## src/hw/rtl/bwt_pkg.sv

```systemverilog
package bwt_pkg;

  localparam int unsigned MaxBlocks  = 64;
  localparam int unsigned WeightBits = 32;
  localparam int unsigned IdxBits    = $clog2(MaxBlocks);
  localparam int unsigned NumBlkBits = 7;
  localparam int unsigned ActBits    = 3;
  localparam int unsigned StatBits   = 2;

  localparam logic [NumBlkBits-1:0] NumBlocksReset = NumBlkBits'(MaxBlocks);

  typedef enum logic [ActBits-1:0] {
    ActClear      = 3'd0,
    ActAccumulate = 3'd1,
    ActLoadTotal  = 3'd2,
    ActSetTotal   = 3'd3,
    ActGetTotal   = 3'd4
  } action_e;

  typedef enum logic [StatBits-1:0] {
    StatOk       = 2'd0,
    StatRange    = 2'd1,
    StatOverflow = 2'd2,
    StatStale    = 2'd3
  } status_e;

  typedef enum logic {
    StIdle = 1'b0,
    StExec = 1'b1
  } state_e;

endpackage

```

## src/hw/rtl/bwt_ram.sv

```systemverilog
module bwt_ram #(
  parameter int unsigned Width = 32,
  parameter int unsigned Depth = 64
) (
  input  logic                     clk_i,
  input  logic                     we_i,
  input  logic [$clog2(Depth)-1:0] waddr_i,
  input  logic [Width-1:0]         wdata_i,
  input  logic                     re_i,
  input  logic [$clog2(Depth)-1:0] raddr_i,
  output logic [Width-1:0]         rdata_o
);

  logic [Width-1:0] mem_q [Depth];
  logic [Width-1:0] rdata_q;

  always_ff @(posedge clk_i) begin
    if (we_i) begin
      mem_q[waddr_i] <= wdata_i;
    end
    if (re_i) begin
      rdata_q <= mem_q[raddr_i];
    end
  end

  assign rdata_o = rdata_q;

endmodule

```

## src/hw/rtl/block_weight_table.sv

```systemverilog
// Channel  | Handshake               | Payload
// input    | in_valid_i / in_ready_o | action_i, block_index_i, weight_i
// output   | out_valid_o/ out_ready_i| total_out_o, status_o
// config   | cfg_we_i (no wait)      | cfg_wdata_i (num_blocks)
//
// Each item is handled in order: accept and table read, then update and result load.
// The registered read of the two table RAMs sets this split; one item a time.
// An item is accepted while an earlier result still waits in the output register.
// Reset clears per-entry valid bits at once; no clearing pass is needed.
// When the output register is full, the update stage holds until it drains.
module block_weight_table (
  input  logic                          clk_i,
  input  logic                          rst_ni,
  input  logic                          in_valid_i,
  output logic                          in_ready_o,
  input  logic [bwt_pkg::ActBits-1:0]   action_i,
  input  logic [bwt_pkg::IdxBits-1:0]   block_index_i,
  input  logic [bwt_pkg::WeightBits-1:0] weight_i,
  output logic                          out_valid_o,
  input  logic                          out_ready_i,
  output logic [bwt_pkg::WeightBits-1:0] total_out_o,
  output logic [bwt_pkg::StatBits-1:0]  status_o,
  input  logic                          cfg_we_i,
  input  logic [bwt_pkg::NumBlkBits-1:0] cfg_wdata_i
);

  localparam int unsigned W = bwt_pkg::WeightBits;

  bwt_pkg::state_e state_q, state_d;

  logic [bwt_pkg::NumBlkBits-1:0] num_blocks_q;
  logic [bwt_pkg::ActBits-1:0]    act_q;
  logic [bwt_pkg::IdxBits-1:0]    blk_q;
  logic [W-1:0]                   wgt_q;

  logic [bwt_pkg::MaxBlocks-1:0] lvld_q, lvld_d;
  logic [bwt_pkg::MaxBlocks-1:0] gvld_q, gvld_d;

  logic                          out_valid_q, out_valid_d;
  logic [W-1:0]                  total_q, total_d;
  logic [bwt_pkg::StatBits-1:0]  status_q, status_d;

  logic         in_acc, go;
  logic [W-1:0] l_rdata, g_rdata, loc, prev;
  logic         l_we, g_we, clr;
  logic [W-1:0] l_wdata, g_wdata;
  logic         blk_ok;
  logic [W:0]   acc_sum, set_sum;
  logic [W-1:0] inc, dec;

  bwt_ram #(.Width(W), .Depth(bwt_pkg::MaxBlocks)) u_local_ram (
    .clk_i   (clk_i),
    .we_i    (l_we),
    .waddr_i (blk_q),
    .wdata_i (l_wdata),
    .re_i    (in_acc),
    .raddr_i (block_index_i),
    .rdata_o (l_rdata)
  );

  bwt_ram #(.Width(W), .Depth(bwt_pkg::MaxBlocks)) u_global_ram (
    .clk_i   (clk_i),
    .we_i    (g_we),
    .waddr_i (blk_q),
    .wdata_i (g_wdata),
    .re_i    (in_acc),
    .raddr_i (block_index_i),
    .rdata_o (g_rdata)
  );

  always_comb begin
    state_d = state_q;
    unique case (state_q)
      bwt_pkg::StIdle: begin
        if (in_valid_i) begin
          state_d = bwt_pkg::StExec;
        end
      end
      bwt_pkg::StExec: begin
        if (!out_valid_q || out_ready_i) begin
          state_d = bwt_pkg::StIdle;
        end
      end
      default: state_d = bwt_pkg::StIdle;
    endcase
  end

  always_comb begin
    in_ready_o = (state_q == bwt_pkg::StIdle);
    go         = (state_q == bwt_pkg::StExec) && (!out_valid_q || out_ready_i);
  end

  assign in_acc = in_valid_i && in_ready_o;

  assign loc     = lvld_q[blk_q] ? l_rdata : '0;
  assign prev    = gvld_q[blk_q] ? g_rdata : '0;
  assign blk_ok  = ({1'b0, blk_q} < num_blocks_q);
  assign acc_sum = {1'b0, loc} + {1'b0, wgt_q};
  assign inc     = wgt_q - prev;
  assign dec     = prev - wgt_q;
  assign set_sum = {1'b0, loc} + {1'b0, inc};

  always_comb begin
    total_d  = '0;
    status_d = bwt_pkg::StatOk;
    l_we     = 1'b0;
    g_we     = 1'b0;
    clr      = 1'b0;
    l_wdata  = '0;
    g_wdata  = '0;
    if (act_q == bwt_pkg::ActClear) begin
      clr = 1'b1;
      if (blk_ok) begin
        total_d = prev;
      end
    end else if (!blk_ok) begin
      status_d = bwt_pkg::StatRange;
    end else begin
      case (act_q)
        bwt_pkg::ActAccumulate: begin
          total_d = prev;
          if (acc_sum[W]) begin
            status_d = bwt_pkg::StatOverflow;
          end else begin
            l_we    = 1'b1;
            l_wdata = acc_sum[W-1:0];
          end
        end
        bwt_pkg::ActLoadTotal: begin
          g_we    = 1'b1;
          g_wdata = wgt_q;
          total_d = wgt_q;
        end
        bwt_pkg::ActSetTotal: begin
          total_d = prev;
          if (wgt_q >= prev) begin
            if (set_sum[W]) begin
              status_d = bwt_pkg::StatOverflow;
            end else begin
              l_we    = 1'b1;
              l_wdata = set_sum[W-1:0];
              g_we    = 1'b1;
              g_wdata = wgt_q;
              total_d = wgt_q;
            end
          end else if (dec > loc) begin
            status_d = bwt_pkg::StatStale;
          end else begin
            l_we    = 1'b1;
            l_wdata = loc - dec;
            g_we    = 1'b1;
            g_wdata = wgt_q;
            total_d = wgt_q;
          end
        end
        default: total_d = prev;
      endcase
    end
    l_we = l_we && go;
    g_we = g_we && go;
    clr  = clr && go;
  end

  always_comb begin
    lvld_d = lvld_q;
    gvld_d = gvld_q;
    if (clr) begin
      lvld_d = '0;
    end
    if (l_we) begin
      lvld_d[blk_q] = 1'b1;
    end
    if (g_we) begin
      gvld_d[blk_q] = 1'b1;
    end
    out_valid_d = out_valid_q;
    if (out_valid_q && out_ready_i) begin
      out_valid_d = 1'b0;
    end
    if (go) begin
      out_valid_d = 1'b1;
    end
  end

  always_ff @(posedge clk_i or negedge rst_ni) begin
    if (!rst_ni) begin
      state_q      <= bwt_pkg::StIdle;
      num_blocks_q <= bwt_pkg::NumBlocksReset;
      lvld_q       <= '0;
      gvld_q       <= '0;
      out_valid_q  <= 1'b0;
    end else begin
      state_q     <= state_d;
      lvld_q      <= lvld_d;
      gvld_q      <= gvld_d;
      out_valid_q <= out_valid_d;
      if (cfg_we_i) begin
        num_blocks_q <= cfg_wdata_i;
      end
    end
  end

  always_ff @(posedge clk_i) begin
    if (in_acc) begin
      act_q <= action_i;
      blk_q <= block_index_i;
      wgt_q <= weight_i;
    end
    if (go) begin
      total_q  <= total_d;
      status_q <= status_d;
    end
  end

  assign out_valid_o = out_valid_q;
  assign total_out_o = total_q;
  assign status_o    = status_q;

endmodule

```

## config.mk

```make
export PLATFORM = sky130hd
export DESIGN_NAME = block_weight_table
export DESIGN_NICKNAME = d
export VERILOG_FILES = /design/src/hw/rtl/bwt_pkg.sv /design/src/hw/rtl/bwt_ram.sv /design/src/hw/rtl/block_weight_table.sv
export SDC_FILE = /design/constraint.sdc
export NUM_CORES = 2
export LEC_CHECK = 0
export BUFFER_PORTS_ARGS = -buffer_cell sky130_fd_sc_hd__buf_2
export CAP_MARGIN = 10
export CORE_ASPECT_RATIO = 1.25
export CORE_MARGIN = 2
export CORE_UTILIZATION = 45
export CTS_BUF_LIST = sky130_fd_sc_hd__clkbuf_4 sky130_fd_sc_hd__clkbuf_8
export DETAILED_ROUTE_END_ITERATION = 7
export PLACE_DENSITY = 0.67
export SLEW_MARGIN = 15
export SYNTH_ARGS = -nofsm -noshare
export SYNTH_HDL_FRONTEND = slang
export SYNTH_SLANG_ARGS = --single-unit
```

## constraint.sdc

```tcl
create_clock -name clk_i -period 26.9 [get_ports clk_i]
set_clock_uncertainty 0.1 [all_clocks]
set_input_delay 8.07 -clock clk_i [delete_from_list [all_inputs] [get_ports clk_i]]
set_output_delay 8.07 -clock clk_i [all_outputs]
set_load 0.02 [all_outputs]
```

==> results <==
- The final RePlAce weighted congestion is 0.943.
- The share of the Yosys chip area taken by registers is 74.4%.
- The power density over the cells is 75.8 nW/um^2.
- The via count of the routed design is 87747.
- After routing the design area is 198000 sq um.
- The mapped netlist covers 175000 sq um.
- The via count of the first global-routing pass is 89213.
- The die is 702 microns tall.
- Among the stages of the critical path, the cell type that occurs most often is buf_4.
- Setup repair after global routing left no endpoint under its margin.
- Along the worst path, the maximum fanout reaches 87.
- After synthesis, the cell types taking the most area are edfxtp_1, mux4_2, dfrtp_1.
- After layout, the worst path uses 47.6% of the clock period.
- The data arrival time of the critical path is 13640 ps.
- In this run, synthesis produced a sequential element count of 4372.
- The switching power as a share of total power is 25.6%.
- STA classifies the critical path endpoint as a flop.
- The critical path's largest stage delay is 890 ps.
- Counting flops with a built-in enable in the synthesized netlist gives 4235.
- The clock latency reported for the late side of the worst-skew pair is 1220 ps.
- Per report_power, the clock group accounts for 35.6% of the total.
- The initial antenna violation count is 21.
- The post-synthesis net count is 8287.
- The sequential cell fraction of total power is 51.9%.
- Of the post-synthesis cell area, the dominant cell type holds 72.5%.
- The flow ran to the end, and the final reports show no timing, DRC or antenna violations.
- The number of buffers created by CTS is 670.
- The average routed wire per standard cell is 32.0 microns.
- The critical path launch point type is a primary input.
- The worst endpoint required time is 27740 ps.
- The signal on the critical path passes through buf_12 -> buf_4 -> buf_4 -> buf_4 -> buf_4 -> mux4_2 -> mux4_2 -> mux4_2.
- In the synthesized netlist the async set-or-reset flop fraction comes to 3.13%.
- The number of distinct library cells after synthesis is 94.
- The net switching power is 3.84 mW.
- During synthesis, Yosys emitted a total of 0 warnings.
- At the end of the flow, the number of nets in the layout was 8907.
- Summing the areas of all fa, ha and maj instances in the mapped netlist gives 1.20% of the synthesized area.
- For this run, design rule violations remaining after detail routing come to 0.
- Pin placement for this block handled 89 I/O pins.
- The synthesized-area fraction occupied by xor and xnor cells is 0.689%.
- Across the VDD grid, the largest voltage drop is 0.0511 mV.
- Across all setup checks in the final design, the least slack found is 14100 ps.
- The slew at the pin closest to its max-slew limit is 1410 ps.
- After clock tree synthesis, the repair step resized 0 gates.
- The post-cts hold buffer count is 0.
- After routing, the total negative slack on setup checks comes to 0 ps.
- Combinational cells account for 12.4% of the total power.
- In this run the number of H-tree levels came out at 6.
- For this design the static power due to leakage is 65.1 nW.
- Buffers added to address setup during post-CTS repair amount to 0.
- The final standard cell count with taps included and fillers excluded is 14379.
- Leaving out fill and tap cells, the most frequent cell in the layout is edfxtp_1.
- In this design, the largest share of critical-path delay is due to buffers and inverters.
- The longest clock path from root to sink contains 4 buffers.
- The synthesized netlist devotes 2.82% of its cell area to compound gates.
- The first TritonRoute pass finished after 5 iterations.
- In the layout the commonest cells are edfxtp_1, mux4_2, clkbuf_8.
- The final-report max-slew violation count is 0.
- The total track usage is 23.0%.
- Summing the areas of all and, or, nand and nor instances in the mapped netlist gives 2.04% of the synthesized area.
- The root buffer cell chosen for the clock tree is clkbuf_8.
- Internal power comes to 11.1 mW.
- The multiplexer area fraction after synthesis is 17.6%.
- The max-capacitance violation count is 0.
- Entering global routing, the biggest net connects 163 pins.
- The instance count after placement with tap cells included is 13148.
- Among all flip-flop cells after synthesis, the most frequent one is edfxtp_1.
- The setup slack after placement is 12650 ps.
- Together, buffers and inverters on the worst path number 5.
- The global-route wire length before repair is 649000 microns.
- The gate count of the mapped netlist is 8069.
- The die covers 395000 sq um.
- The setup check on the worst reg-to-reg path leaves a slack of 14140 ps.
- The clock transition at the registers of the reported paths is 60 ps.
- The tree built by TritonCTS fans out to 4372 sinks.
- The detail route stage leaves a number of antenna-violating nets equal to 0.
- For this design, the slowest cell found on the critical path is buf_4.
- The core region is 389000 sq um.
- The effective utilization at floorplan is 45.2%.
- The worst path in the final design needs a cycle of 12800 ps, including I/O delays and setup.
- The cell type with the highest aggregate area in the netlist is edfxtp_1.
- Measured against its own limit, the worst slew margin works out to 4.73%.
- The x dimension of the die is 563 microns.
- For this run, the top clock speed supported by timing is 78.1 MHz.
- The share of the core filled with cells in the final layout is 50.9%.
- During placement, the flow inserted port buffers numbering 88.
- The routed wire length is 460000 microns.
- The tightest min-delay check is of the reg -> reg type.
- The clock tree from TritonCTS is built.
- The main combinational cell family by area after synthesis is multiplexers.
- Setup violations remaining at the end of the flow were counted as 0.
- The total congestion overflow after global routing is 0.
- The average size of a mapped cell is 21.7 sq um.
- The initialized floorplan defines 256 standard-cell rows.
- The number of hold violations in the final report is 0.
- The placed instance area is 184000 sq um.
- Once detailed placement completed, the half-perimeter wirelength came to 255000 microns.
- The layout-stage area growth over the synthesis result is 12.6%.
- The share of layout cells above drive strength 1 is 33.4%.
- The category of the most critical setup path is in -> reg.
- The mean number of vias per cell is 6.10.
- The initial DRC count is 11041.
## worst reg2reg max path: cells and delay by family (launching register included)
family / cells / cell delay [ps]
AO/OA/AOI/OAI: 17 / 4640
buffers and inverters: 8 / 3850
AND/OR/NAND/NOR: 3 / 1780
adder cells (fa/ha/maj): 2 / 810
multiplexers: 1 / 590
flip-flops: 1 / 330
XOR/XNOR: 1 / 250
## through the flow
step                hold slack, ps  power (mW)
detailed placement             346        9.72
CTS                            360        15.0
finish                         358        15.0
global placement               341        9.67
global route                   371        15.5
floorplan                      333        9.08
## metal layers
layer  wire length, microns  up-vias  part of all wire (%)  track usage [%]
li1                       -    35389                     -                -
met1                 166000    46913                    36             28.6
met2                 236000     4478                    51             39.5
met3                  35200      963                   7.6             3.56
met4                  23400        4                   5.1             11.0
met5                     25        -                0.0054                0
## cell type report
cell class | instances | area [sq um]
diodes | 11 | 27.5
clock buffers | 892 | 10900
clock inverters | 299 | 1910
fillers | 29950 | 191000
inverters | 108 | 405
multi-input cells | 3161 | 44100
flip-flops and latches | 4372 | 131000
well taps | 5160 | 6460
repair buffers | 376 | 3160
## synthesized netlist by cell type (91+ instances only)
| library cell | number |
|---|---|
| xnor2_1 | 91 |
| o21ai_0 | 157 |
| clkbuf_1 | 323 |
| dfrtp_1 | 136 |
| a21oi_1 | 156 |
| edfxtp_1 | 4235 |
| nand2_1 | 210 |
| inv_1 | 107 |
| mux4_2 | 1357 |
| nor2_1 | 202 |
| ha_1 | 160 |
| a21o_1 | 93 |
## registers in the layout, indices dropped and copies added (netlist names)
register / cells
wgt_q: 32
u_global_ram.mem_q: 2048
gvld_q: 64
num_blocks_q: 7
u_local_ram.mem_q: 2048
lvld_q: 64
status_o: 2
u_global_ram.rdata_o: 32
blk_q: 6
u_local_ram.rdata_o: 32
total_out_o: 32
state_q: 1
act_q: 3
out_valid_o: 1
## worst paths after layout
check / start / end / cells past startpoint
setup reg to reg: blk_q[1] / u_global_ram.mem_q[13][31] / 32
max in group asynchronous: rst_ni / lvld_q[47] / 2
hold / removal: gvld_q[47] / gvld_q[47] / 1
hold reg to reg: gvld_q[47] / gvld_q[47] / 1
min in group asynchronous: rst_ni / out_valid_o / 1
setup / recovery: block_index_i[0] / u_global_ram.rdata_o[11] / 8
## cell families after synthesis
group	Yosys count
compound gates	725
xor+xnor	138
fa+ha+maj	165
buf+inv	536
flops	4372
mux	1386
simple gates	747
## power by group through the flow
stage | Combinational [mW] | Sequential [mW] | Clock [mW]
2_1_floorplan | 1.19 | 7.89 | 0
3_3_place_gp | 1.75 | 7.92 | 0
3_5_place_dp | 1.80 | 7.92 | 0
4_1_cts | 1.81 | 7.78 | 5.42
5_1_grt | 1.99 | 7.77 | 5.70
6_report | 1.86 | 7.78 | 5.34
No activity file was read; power rests on OpenSTA's default activity.
